--- src/rtl/core/ipv6ns_pkg.sv ---
// ----------------------------------------------------------------------------
// IPv6 neighbour solicitation parser package
// Shared constants, status codes and the result record of the parser.
// ----------------------------------------------------------------------------
package ipv6ns_pkg;

    // packet bytes at or beyond this position are ignored
    localparam int MAX_PACKET_BYTES = 2048;
    localparam int POS_W            = $clog2(MAX_PACKET_BYTES + 1);

    localparam int OFS_W            = 11;
    // option walk arithmetic: positions, offsets and remaining length
    localparam int WALK_W           = 18;
    localparam int PLEN_W           = 16;
    localparam int LINK_W           = 48;
    localparam int WORD_W           = 64;
    localparam int NUM_WORDS        = 6;
    localparam int WORD_IDX_W       = 3;
    localparam int LINK_CNT_W       = 3;

    localparam int OPT_SRC_LINK_ADDR = 1;
    localparam int ND_OPT_UNIT_BYTES = 8;
    localparam int IPV6_HDR_BYTES    = 40;
    localparam int NS_HDR_BYTES      = 24;
    localparam int NS_TARGET_OFS     = 8;
    localparam int ADDR_FIRST_POS    = 8;
    localparam int PLEN_HI_POS       = 4;
    localparam int PLEN_LO_POS       = 5;
    localparam int LINK_ADDR_BYTES   = 6;

    localparam int S_TDATA_W = 24;
    localparam int M_TDATA_W = 440;
    localparam int M_TUSER_W = 2;

    typedef enum logic [1:0] {
        ST_OK       = 2'd0,
        ST_SHORT    = 2'd1,
        ST_ZERO_OPT = 2'd2,
        ST_TRUNC    = 2'd3
    } t_status;

    typedef struct packed {
        logic                  length_mismatch;
        logic                  link_addr_present;
        logic [LINK_W-1:0]     link_addr;
        logic [WORD_W-1:0]     target_low;
        logic [WORD_W-1:0]     target_high;
        logic [WORD_W-1:0]     dst_ip_low;
        logic [WORD_W-1:0]     dst_ip_high;
        logic [WORD_W-1:0]     src_ip_low;
        logic [WORD_W-1:0]     src_ip_high;
        t_status               status;
    } t_result;

endpackage

--- src/rtl/core/ipv6ns_decode.sv ---
// ----------------------------------------------------------------------------
// IPv6 neighbour solicitation byte decoder
// Per-byte field capture, ND option walk and end-of-packet result.
// ----------------------------------------------------------------------------
module ipv6ns_decode (
    input  logic                         i_clk,
    input  logic                         i_rst_n,
    input  logic                         i_step,
    input  logic [7:0]                   i_data,
    input  logic                         i_last,
    input  logic [ipv6ns_pkg::OFS_W-1:0] i_offset,
    output ipv6ns_pkg::t_result          o_result
);

    localparam int POS_W  = ipv6ns_pkg::POS_W;
    localparam int WALK_W = ipv6ns_pkg::WALK_W;
    localparam int WORD_W = ipv6ns_pkg::WORD_W;
    localparam int LINK_W = ipv6ns_pkg::LINK_W;
    localparam int CNT_W  = ipv6ns_pkg::LINK_CNT_W;

    logic [POS_W-1:0]                    r_pos,        n_pos;
    logic [ipv6ns_pkg::PLEN_W-1:0]       r_plen,       n_plen;
    logic signed [WALK_W-1:0]            r_rem,        n_rem;
    logic [WALK_W-1:0]                   r_nos,        n_nos;
    logic [7:0]                          r_opt_type,   n_opt_type;
    logic [WORD_W-1:0]                   r_words [ipv6ns_pkg::NUM_WORDS];
    logic [WORD_W-1:0]                   n_words [ipv6ns_pkg::NUM_WORDS];
    logic [LINK_W-1:0]                   r_link,       n_link;
    logic                                r_link_seen,  n_link_seen;
    ipv6ns_pkg::t_status                 r_err,        n_err;
    logic                                r_walk_done,  n_walk_done;
    logic [ipv6ns_pkg::OFS_W-1:0]        r_off,        n_off;
    logic                                r_len_known,  n_len_known;
    logic [CNT_W-1:0]                    r_link_left,  n_link_left;

    logic [WALK_W-1:0]                   pos_w;
    logic [WALK_W-1:0]                   off_w;
    logic [WALK_W-1:0]                   tgt_dist;
    logic [WALK_W-1:0]                   addr_dist;
    logic [WALK_W-1:0]                   opt_bytes;
    logic [ipv6ns_pkg::PLEN_W-1:0]       plen_full;
    logic signed [WALK_W-1:0]            rem_calc;
    logic [ipv6ns_pkg::WORD_IDX_W-1:0]   widx;
    ipv6ns_pkg::t_status                 status;

    always_comb begin
        n_pos       = r_pos;
        n_plen      = r_plen;
        n_rem       = r_rem;
        n_nos       = r_nos;
        n_opt_type  = r_opt_type;
        n_words     = r_words;
        n_link      = r_link;
        n_link_seen = r_link_seen;
        n_err       = r_err;
        n_walk_done = r_walk_done;
        n_off       = (r_pos == '0) ? i_offset : r_off;
        n_len_known = r_len_known;
        n_link_left = r_link_left;

        pos_w     = WALK_W'(r_pos);
        off_w     = WALK_W'(n_off);
        addr_dist = pos_w - WALK_W'(ipv6ns_pkg::ADDR_FIRST_POS);
        tgt_dist  = pos_w - off_w - WALK_W'(ipv6ns_pkg::NS_TARGET_OFS);
        opt_bytes = WALK_W'({i_data, 3'b000});
        plen_full = {r_plen[15:8], i_data};
        rem_calc  = $signed(WALK_W'(plen_full))
                  + $signed(WALK_W'(ipv6ns_pkg::IPV6_HDR_BYTES
                                    - ipv6ns_pkg::NS_HDR_BYTES))
                  - $signed(off_w);
        widx      = '0;

        if (r_pos < POS_W'(ipv6ns_pkg::MAX_PACKET_BYTES)) begin
            if (r_pos == POS_W'(ipv6ns_pkg::PLEN_HI_POS)) begin
                n_plen = {i_data, 8'h00};
            end
            if (r_pos == POS_W'(ipv6ns_pkg::PLEN_LO_POS)) begin
                n_plen      = plen_full;
                n_rem       = rem_calc;
                n_len_known = 1'b1;
                if (rem_calc < 0) begin
                    n_err       = ipv6ns_pkg::ST_SHORT;
                    n_walk_done = 1'b1;
                end else begin
                    n_nos       = off_w + WALK_W'(ipv6ns_pkg::NS_HDR_BYTES);
                    n_walk_done = rem_calc < $signed(WALK_W'(ipv6ns_pkg::ND_OPT_UNIT_BYTES));
                end
            end
            // source and destination addresses: four words of eight bytes
            if (pos_w >= WALK_W'(ipv6ns_pkg::ADDR_FIRST_POS) &&
                pos_w < WALK_W'(ipv6ns_pkg::IPV6_HDR_BYTES)) begin
                widx          = {1'b0, addr_dist[4:3]};
                n_words[widx] = {r_words[widx][WORD_W-9:0], i_data};
            end
            if (pos_w >= off_w + WALK_W'(ipv6ns_pkg::NS_TARGET_OFS) &&
                pos_w < off_w + WALK_W'(ipv6ns_pkg::NS_TARGET_OFS + 16)) begin
                widx          = {2'b10, tgt_dist[3]};
                n_words[widx] = {r_words[widx][WORD_W-9:0], i_data};
            end
            if (r_len_known && r_err == ipv6ns_pkg::ST_OK) begin
                if (r_link_left != '0) begin
                    n_link      = {r_link[LINK_W-9:0], i_data};
                    n_link_left = r_link_left - CNT_W'(1);
                    if (n_link_left == '0) begin
                        n_link_seen = 1'b1;
                    end
                end
                if (!r_walk_done) begin
                    priority if (pos_w == r_nos) begin
                        n_opt_type = i_data;
                    end else if (pos_w == r_nos + WALK_W'(1)) begin
                        if (i_data == 8'h00) begin
                            n_err       = ipv6ns_pkg::ST_ZERO_OPT;
                            n_walk_done = 1'b1;
                        end else begin
                            if (r_opt_type == 8'(ipv6ns_pkg::OPT_SRC_LINK_ADDR)
                                && i_data == 8'h01 && !n_link_seen && n_link_left == '0) begin
                                n_link_left = CNT_W'(ipv6ns_pkg::LINK_ADDR_BYTES);
                            end
                            n_rem       = r_rem - $signed(opt_bytes);
                            n_nos       = r_nos + opt_bytes;
                            n_walk_done = (r_rem - $signed(opt_bytes))
                                        < $signed(WALK_W'(ipv6ns_pkg::ND_OPT_UNIT_BYTES));
                        end
                    end else begin
                        n_opt_type = r_opt_type;
                    end
                end
            end
            n_pos = r_pos + POS_W'(1);
        end

        priority if (!n_len_known) begin
            status = ipv6ns_pkg::ST_TRUNC;
        end else if (n_err == ipv6ns_pkg::ST_SHORT) begin
            status = ipv6ns_pkg::ST_SHORT;
        end else if (n_pos < POS_W'(ipv6ns_pkg::IPV6_HDR_BYTES) ||
                     WALK_W'(n_off) + WALK_W'(ipv6ns_pkg::NS_TARGET_OFS + 16)
                     > WALK_W'(n_pos)) begin
            status = ipv6ns_pkg::ST_TRUNC;
        end else if (!n_walk_done || n_link_left != '0) begin
            status = ipv6ns_pkg::ST_TRUNC;
        end else begin
            status = n_err;
        end

        o_result        = '0;
        o_result.status = status;
        if (status == ipv6ns_pkg::ST_OK) begin
            o_result.src_ip_high       = n_words[0];
            o_result.src_ip_low        = n_words[1];
            o_result.dst_ip_high       = n_words[2];
            o_result.dst_ip_low        = n_words[3];
            o_result.target_high       = n_words[4];
            o_result.target_low        = n_words[5];
            o_result.link_addr         = n_link_seen ? n_link : '0;
            o_result.link_addr_present = n_link_seen;
            o_result.length_mismatch   = n_rem != '0;
        end
    end

    always_ff @(posedge i_clk) begin
        if (!i_rst_n || (i_step && i_last)) begin
            r_pos       <= '0;
            r_plen      <= '0;
            r_rem       <= '0;
            r_nos       <= '0;
            r_opt_type  <= '0;
            r_words     <= '{default: '0};
            r_link      <= '0;
            r_link_seen <= 1'b0;
            r_err       <= ipv6ns_pkg::ST_OK;
            r_walk_done <= 1'b0;
            r_off       <= '0;
            r_len_known <= 1'b0;
            r_link_left <= '0;
        end else if (i_step) begin
            r_pos       <= n_pos;
            r_plen      <= n_plen;
            r_rem       <= n_rem;
            r_nos       <= n_nos;
            r_opt_type  <= n_opt_type;
            r_words     <= n_words;
            r_link      <= n_link;
            r_link_seen <= n_link_seen;
            r_err       <= n_err;
            r_walk_done <= n_walk_done;
            r_off       <= n_off;
            r_len_known <= n_len_known;
            r_link_left <= n_link_left;
        end
    end

    a_clear_after_last: assert property (@(posedge i_clk) disable iff (!i_rst_n)
        i_step && i_last |=> r_pos == '0 && !r_len_known && r_link_left == '0)
        else $error("decoder state not cleared after last byte");

    a_pos_bounded: assert property (@(posedge i_clk) disable iff (!i_rst_n)
        r_pos <= POS_W'(ipv6ns_pkg::MAX_PACKET_BYTES))
        else $error("byte position beyond packet limit");

    a_link_count: assert property (@(posedge i_clk) disable iff (!i_rst_n)
        r_link_left <= CNT_W'(ipv6ns_pkg::LINK_ADDR_BYTES) &&
        !(r_link_left != '0 && r_link_seen))
        else $error("link-layer capture count inconsistent");

endmodule

--- src/rtl/core/ipv6_neighbor_solicit_parser_unit.sv ---
// ----------------------------------------------------------------------------
// IPv6 neighbour solicitation parser unit
// Streams packet bytes in, gives one decoded result per packet on its last byte.
// ----------------------------------------------------------------------------
// Throughput: one byte per cycle; only a last byte waits, and only while the
// previous result is still held in the result register.
// Result path: the last byte is decoded from the input register straight into the
// result register, and the result is valid once it is held there.
// Reset: synchronous, active low; clears the handshake and all per-packet state.
// A new packet may start in the cycle after the last byte of the previous one.
module ipv6_neighbor_solicit_parser_unit (
    input  logic                                i_clk,
    input  logic                                i_rst_n,
    input  logic                                i_s_tvalid,
    output logic                                o_s_tready,
    // data_byte[7:0], icmp_offset[18:8], zero padding
    input  logic [ipv6ns_pkg::S_TDATA_W-1:0]    i_s_tdata,
    input  logic                                i_s_tlast,
    output logic                                o_m_tvalid,
    input  logic                                i_m_tready,
    // src_ip_high, src_ip_low, dst_ip_high, dst_ip_low, target_high,
    // target_low, link_addr, link_addr_present, length_mismatch, zero padding
    output logic [ipv6ns_pkg::M_TDATA_W-1:0]    o_m_tdata,
    // status[1:0]
    output logic [ipv6ns_pkg::M_TUSER_W-1:0]    o_m_tuser
);

    logic                          r_s1_valid;
    logic [7:0]                    r_s1_data;
    logic                          r_s1_last;
    logic [ipv6ns_pkg::OFS_W-1:0]  r_s1_off;
    logic                          r_out_valid;
    ipv6ns_pkg::t_result           r_out;
    ipv6ns_pkg::t_result           result;
    logic                          s1_advance;

    // non-final bytes never need the result register
    assign s1_advance = r_s1_valid && (!r_s1_last || !r_out_valid || i_m_tready);
    assign o_s_tready = !r_s1_valid || s1_advance;

    ipv6ns_decode u_decode (
        .i_clk    (i_clk),
        .i_rst_n  (i_rst_n),
        .i_step   (s1_advance),
        .i_data   (r_s1_data),
        .i_last   (r_s1_last),
        .i_offset (r_s1_off),
        .o_result (result)
    );

    always_ff @(posedge i_clk) begin
        if (!i_rst_n) begin
            r_s1_valid  <= 1'b0;
            r_out_valid <= 1'b0;
        end else begin
            if (o_s_tready) begin
                r_s1_valid <= i_s_tvalid;
            end
            if (s1_advance && r_s1_last) begin
                r_out_valid <= 1'b1;
            end else if (i_m_tready) begin
                r_out_valid <= 1'b0;
            end
        end
    end

    always_ff @(posedge i_clk) begin
        if (o_s_tready && i_s_tvalid) begin
            r_s1_data <= i_s_tdata[7:0];
            r_s1_off  <= i_s_tdata[18:8];
            r_s1_last <= i_s_tlast;
        end
        if (s1_advance && r_s1_last) begin
            r_out <= result;
        end
    end

    assign o_m_tvalid = r_out_valid;
    assign o_m_tuser  = r_out.status;
    assign o_m_tdata  = {6'b000000,
                         r_out.length_mismatch,
                         r_out.link_addr_present,
                         r_out.link_addr,
                         r_out.target_low,
                         r_out.target_high,
                         r_out.dst_ip_low,
                         r_out.dst_ip_high,
                         r_out.src_ip_low,
                         r_out.src_ip_high};

    a_s1_hold: assert property (@(posedge i_clk) disable iff (!i_rst_n)
        r_s1_valid && !s1_advance |=> r_s1_valid && $stable(r_s1_data) && $stable(r_s1_last))
        else $error("stalled byte lost from input register");

    a_err_fields_zero: assert property (@(posedge i_clk) disable iff (!i_rst_n)
        r_out_valid && r_out.status != ipv6ns_pkg::ST_OK |->
        !r_out.link_addr_present && !r_out.length_mismatch && r_out.src_ip_high == '0)
        else $error("error result carries nonzero fields");

    a_no_overwrite: assert property (@(posedge i_clk) disable iff (!i_rst_n)
        r_out_valid && !i_m_tready |-> !(s1_advance && r_s1_last))
        else $error("pending result overwritten");

endmodule
--- config.mk ---
export PLATFORM = sky130hd
export DESIGN_NAME = ipv6_neighbor_solicit_parser_unit
export DESIGN_NICKNAME = d
export VERILOG_FILES = /design/src/rtl/core/ipv6ns_pkg.sv /design/src/rtl/core/ipv6ns_decode.sv /design/src/rtl/core/ipv6_neighbor_solicit_parser_unit.sv
export SDC_FILE = /design/constraint.sdc
export NUM_CORES = 2
export LEC_CHECK = 0
export ABC_AREA = 1
export BUFFER_PORTS_ARGS = -buffer_cell sky130_fd_sc_hd__buf_2
export CORE_MARGIN = 8
export CORE_UTILIZATION = 38
export DETAILED_ROUTE_END_ITERATION = 10
export PLACE_DENSITY = 0.63
export SLEW_MARGIN = 15
export SYNTH_ARGS = -nofsm -noshare
export SYNTH_HDL_FRONTEND = slang
export SYNTH_SLANG_ARGS = --single-unit
--- constraint.sdc ---
create_clock -name i_clk -period 10 [get_ports i_clk]
set_input_delay 1 -clock i_clk [delete_from_list [all_inputs] [get_ports i_clk]]
set_output_delay 1 -clock i_clk [all_outputs]
set_load 0.05 [all_outputs]
Word level (Yosys, flattened, before mapping)
Cells that the tools add are included.
Widths: inputs -> output; s select.
Operators by class
  bitwise operators: 4
  reductions and logical operators: 37
  $lt $le $gt $ge: 14
  eq/ne operators: 7
  muxes and demuxes: 75
  add/subtract/negate cells: 12
Operators by type and width (number)
  $mux 384: 4
  $bwmux 384: 2
  $bmux 64 s3: 2
  $demux 64 s3: 2
  $mux 18: 14
  $mux 56: 4
  $mux 48: 3
  $mux 64: 2
  $eq 12x18->1: 2
  $lt 18x5->1 const B: 2
  $mux 3: 10
  $eq 12x3->1 const B: 2
  $lt 12x6->1 const B: 2
  $mux 2: 12
  $add 18x1->18 const B: 1
  $add 18x11->18: 1
  $gt 18x12->1: 1
  $lt 18x1->1 const B: 1
  $mux 1: 18
  $reduce_bool 18->1: 1
  $sub 17x11->18: 1
  $sub 18x12->18: 1
  $add 16x5->17 const B: 1
  $eq 8x1->1 const B: 2
  other kinds (31): 58
Word-level totals
  logic and storage cells: 182
  output and inout bits: 444
  register bits: 973
  input bits: 29

Depth between registers and ports, before layout
  depth after elaboration: 24
  gate-level depth with buffers: 35
  mapped depth without buffers: 32

Modules after synthesis
From an unflattened synthesis, not the netlist that was laid out.
Second synthesis, totals
  cells, all modules: 5934
  area total of the unflattened synthesis: 48139.9 um^2
Modules (own cells, without submodules)
  ipv6ns_decode: cells each 5453, times used 1, seq. area each 10309.9 um^2, area each 34279.1 um^2
  ipv6_neighbor_solicit_parser_unit: cells each 481, times used 1, seq. area each 13733.2 um^2, area each 13860.8 um^2

Worst setup path after synthesis
Ideal clock, no wire load.
  kind: in2reg
  start point: input port i_m_tready
  end point: register r_out (netlist bit o_m_tdata[0]), enable pin
  data required time: 9.214 ns
  arrival time: 9.779 ns
  library setup time: 0.786 ns
  stages on the path: 6
  slack: -0.565 ns
  path through: nor2_1 > nand2_1 > nand2_1 > clkinv_1 > nand2_1 > inv_1
On the way
  cells in the longest elaborated chain, start to end: 3
Ends and longest elaborated chain
  start, declared: RTL line ipv6_neighbor_solicit_parser_unit.sv:20  | input logic i_m_tready,
  $logic_or 1x1->1: RTL line ipv6_neighbor_solicit_parser_unit.sv:38  | assign s1_advance = r_s1_valid && (!r_s1_last || !r_out_valid || i_m_tready);
  $logic_and 1x1->1: RTL line ipv6_neighbor_solicit_parser_unit.sv:38
  $logic_and 1x1->1: RTL line ipv6_neighbor_solicit_parser_unit.sv:73  | if (s1_advance && r_s1_last) begin
  end signal, assigned: RTL line ipv6_neighbor_solicit_parser_unit.sv:74  | r_out <= result;
  end, declared: RTL line ipv6_neighbor_solicit_parser_unit.sv:33  | ipv6ns_pkg::t_result r_out;
No other way between the ends.
A chain may end at the register's enable or synchronous reset.

Worst setup path in the final report
  start point: register u_decode.r_pos[3]
  end point: register r_out (netlist bit o_m_tdata[385]) (data pin)
On the way
  cells in the longest elaborated chain, start to end: 19
  elaborated cells between the ends (all ways): 49
  those cells by class: add/sub: 3; order compare: 5; eq/ne: 4; mux: 30; reduce/logical: 7
Ends and longest elaborated chain
  start, declared: RTL line ipv6ns_decode.sv:21  | logic [POS_W-1:0] r_pos, n_pos;
  start signal, assigned: RTL line ipv6ns_decode.sv:178  | r_pos <= n_pos;
  $logic_not 12->1 (*): RTL line ipv6ns_decode.sv:57  | n_off = (r_pos == '0) ? i_offset : r_off;
  $mux 11 (*): RTL line ipv6ns_decode.sv:57
  named net u_decode.n_off, one bit: RTL line ipv6ns_decode.sv:32  | logic [ipv6ns_pkg::OFS_W-1:0] r_off, n_off;
  $sub 17x11->18: RTL line ipv6ns_decode.sv:70  | - $signed(off_w);
  $lt 18x5->1 / $lt 18x1->1 (equally long branches): RTL line ipv6ns_decode.sv:86, ipv6ns_decode.sv:81
  $mux 1: RTL line ipv6ns_decode.sv:81  | if (rem_calc < 0) begin
  $mux 1: RTL line ipv6ns_decode.sv:77  | if (r_pos == POS_W'(ipv6ns_pkg::PLEN_LO_POS)) begin
  $mux 1: RTL line ipv6ns_decode.sv:111  | end else if (pos_w == r_nos + WALK_W'(1)) begin
  [4 not listed]
  $logic_not 1->1: RTL line ipv6ns_decode.sv:141  | end else if (!n_walk_done || n_link_left != '0) begin
  $logic_or 1x1->1: RTL line ipv6ns_decode.sv:141
  $mux 2: RTL line ipv6ns_decode.sv:141
  $mux 2: RTL line ipv6ns_decode.sv:137  | end else if (n_pos < POS_W'(ipv6ns_pkg::IPV6_HDR_BYTES) ||
  $mux 2 (*): RTL line ipv6ns_decode.sv:135  | end else if (n_err == ipv6ns_pkg::ST_SHORT) begin
  $mux 2 (*): RTL line ipv6ns_decode.sv:133  | priority if (!n_len_known) begin
  $logic_not 2->1 (*): RTL line ipv6ns_decode.sv:149  | if (status == ipv6ns_pkg::ST_OK) begin
  $reduce_and 2->1 (no source line) (*)
The timed path passes the listed nets; every way through them passes the cells marked *.

==> summary.txt <==
Status
  • Status: complete, no violations

Clocking
  • Maximum clock insertion buffer count: 3
  • Post_cts resized: 0
  • Worst-Skew Late Latency: 0.74 ns
  • H-Tree Depth: 3
  • Clock buffer count from CTS: 107
  • Hold buffers post-CTS: 0
  • Worst-path clk slew: 0.06 ns
  • # Post-CTS Setup Buffers: 0
  • CTS Root Buffer Type: clkbuf_16
  • CTS tree: built
  • Clock sink count: 973

Setup path
  • Startpoint Class: flop
  • CP max stage delay: 0.80 ns
  • CP max stage cell: nand4_4
  • Crit-path max FO: 60
  • FF-to-FF setup slack: 2.52 ns
  • Worst r2r dst: o_m_tdata[385]
  • Cells on worst reg2reg path: 28
  • CP Data Arrival Time: 8.02 ns
  • Critical Path RT: 10.53 ns
  • Crit. End Element: flop
  • Most frequent CP cell: nand2_1
  • R2r startpoint: u_decode.r_pos[3]
  • Critical path type: flop to flop

Pwr
  • Peak VDD IR: 0.144 mV
  • Final Power: 10300 uW
  • LEAKAGE: 0.0232 uW
  • PD cells: 188 nW/um^2

Logic synthesis
  • Top-count cell post-synth: nand2_1
  • Post-synthesis sequential area ratio: 50.1%
  • Avg Cell Area, Syn: 8.11 um^2
  • #FFs+latches synth: 973
  • Syn Inst Count: 5926
  • Syn Std Cell Area: 48000 um^2
  • Leading area contributor after synthesis: edfxtp_1
  • Top FF cell, synth: dfxtp_1
  • Number of synthesized flops with an enable pin: 456
  • Share of the synthesized area in the top cell type: 28.5%
  • Most frequent cells after synthesis: nand2_1, inv_1, nor2_1
  • Ys async rst share: 0%
  • Largest cells by area after synthesis: edfxtp_1, dfxtp_1, nand2_1
  • Synth cell types: 58
  • Yosys warning total: 0

Final layout
  • Final #Nets: 6282
  • Post-Layout Cell Count: 7909
  • Share of cells above drive strength 1: 14.5%
  • Synth-to-Final Area Change: 14.0%
  • Post-route cell area: 54700 um^2

Placement
  • Port bufs: 461
  • Post-DP HPWL: 99.9 mm
  • Placed Cells: 7705
  • Placed Area: 51200 um^2
  • RD Place Congestion: 0.885

Floorplanning
  • DIE AREA: 138000 um^2
  • Io pins: 473
  • Initial Util: 38.3%
  • Chip Height: 372 um
  • DIE WIDTH: 372 um
  • Core area: 126000 um^2
  • Placement row count: 130

Detailed routing
  • Via-to-Cell Ratio: 5.24
  • Wire per inst: 19.2 um
  • Routed Antenna Nets: 0
  • Post-Route WL: 152 mm
  • First DRT Iteration DRCs: 3844
  • Vias: 41500
  • DRC: 0
  • DRT Pass-1 Iters: 6

Global routing
  • Number of global-route vias before repair: 37800
  • Total global-route track usage: 20.9%
  • Initial antenna violation count: 4
  • Pin count of the biggest net entering global routing: 159
  • First-pass GRT wire length: 228 mm
  • Remaining global-route overflow: 0

STA
  • Setup TNS: 0 ns
  • Fin. Hold Viols: 0
  • Max-slew violation count: 0
  • RSZ-0062 raised after global routing: false
  • Worst slew pin tran: 1.16 ns
  • Setup Viol. Count Final: 0
  • Tcrit/Tclk final: 74.8%
  • FMAX: 0.134 GHz
  • Minimum clock period: 7.48 ns
  • Hold Slack: 0.456 ns
  • Layout Skew: 0.0577 ns
  • Max-slew headroom: 22.4%

Hold path
  • HP Class: input pin to flop
  • Hold Path End: r_s1_data[2]
  • Hold path cells: 1
  • Min-delay src: i_s_tdata[2]

Run
  • Max Cap Violations: 0
-- kinds of logic (layout without fill, tap and decap cells) --
logic type | Yosys count | after routing | share of synthesized area (%)
buffers and inverters | 1129 | 1456 | 9.68
DFF | 973 | 973 | 50.1
AOI/OAI and AO/OA | 1129 | 1129 | 14.2
and+or+nand+nor | 2560 | 2560 | 22.9
muxes | 1 | 1 | 0.0208
adders and majority gates | 89 | 89 | 2.38
other | 1 | 7 | 0.00781
xor gates and xnor gates | 44 | 44 | 0.802
-- power breakdown --
| group | internal, uW | switching [uW] | total (uW) |
|---|---|---|---|
| clock | 2340 | 1710 | 4050 |
| combinational | 433 | 1350 | 1780 |
| sequential | 4330 | 124 | 4450 |
| total | 7100 | 3180 | 10300 |
-- layout make-up --
| type | instances | area, um^2 |
|---|---|---|
| antenna | 1 | 2.50 |
| clock buffer | 148 | 3010 |
| clock inverter | 55 | 571 |
| fill | 12500 | 70800 |
| inverter | 733 | 2780 |
| multi-input combinational | 3829 | 19500 |
| sequential | 973 | 24000 |
| tap | 1650 | 2060 |
| timing repair buffer | 520 | 2810 |
-- cells in the final DEF (no fill, tap or decap), types with 9 or more instances in the layout --
| master | synthesis | routed |
|---|---|---|
| nor2_2 | 162 | 163 |
| edfxtp_1 | 456 | 456 |
| xnor2_1 | 12 | 12 |
| nor3_1 | 67 | 67 |
| a32o_1 | 48 | 48 |
| o211ai_1 | 304 | 304 |
| buf_4 | 10 | 54 |
| xor2_1 | 32 | 31 |
| bufinv_16 | 0 | 9 |
| a211oi_1 | 23 | 23 |
| inv_1 | 720 | 713 |
| nor2_1 | 526 | 525 |
| nand2_1 | 1368 | 1365 |
| clkbuf_1 | 254 | 24 |
| clkbuf_8 | 0 | 16 |
| nand4_1 | 166 | 166 |
| clkinv_1 | 3 | 19 |
| a21oi_1 | 321 | 321 |
| dfxtp_1 | 517 | 516 |
| nand3_1 | 230 | 230 |
| ha_1 | 85 | 85 |
| clkinv_2 | 1 | 23 |
| o21ai_0 | 399 | 399 |
| clkbuf_16 | 0 | 108 |
| buf_2 | 47 | 461 |
| a21oi_2 | 11 | 11 |
-- how the worst max path moves through the flow --
stage	startpoint	to	slack, ns	cells past startpoint
2_1_floorplan	i_m_tready	o_m_tdata[0]	1.48	6
3_3_place_gp	u_decode.r_pos[3]	o_m_tdata[351]	2.57	29
3_5_place_dp	u_decode.r_pos[3]	o_m_tdata[385]	2.50	28
4_1_cts	u_decode.r_pos[3]	o_m_tdata[385]	2.44	28
5_1_grt	u_decode.r_pos[3]	o_m_tdata[385]	1.99	28
6_report	u_decode.r_pos[3]	o_m_tdata[385]	2.52	28
-- sequential cells by signal (all words and copies together) (netlist names), 8 cells and up --
register             cells
r_s1_data                8
u_decode.r_nos          18
u_decode.r_off          11
o_m_tdata              434
u_decode.r_pos          12
u_decode.r_plen          8
u_decode.r_opt_type      8
r_s1_off                11
u_decode.r_rem          18
u_decode.r_words       384
u_decode.r_link         48
-- per-stage QoR --
stage               util (%)  setup slack, ns
floorplan                  -             1.48
global placement        40.7             2.57
detailed placement      40.7             2.50
CTS                     43.6             2.44
global route            43.6             1.99
finish                  43.6             2.52
-- layer usage --
layer  up-vias  wire, um  part of all wire [%]  global-route usage [%]
met5         -         0                     0                       0
met4         0      4880                   3.2                    7.36
met3       214     10700                   7.1                    3.27
li1      20200         -                     -                       -
met1     19600     66700                    44                    28.6
met2      1473     69200                    46                    33.6
-- worst max-delay path, delay by kind of cell (launching register included) --
| family | cells | cell delay, ns |
|---|---|---|
| compound gates | 2 | 0.79 |
| fa+ha+maj | 3 | 1.07 |
| buf+inv | 6 | 1.67 |
| flops | 1 | 0.52 |
| simple gates | 17 | 3.17 |
No activity file was read; power rests on OpenSTA's default activity.
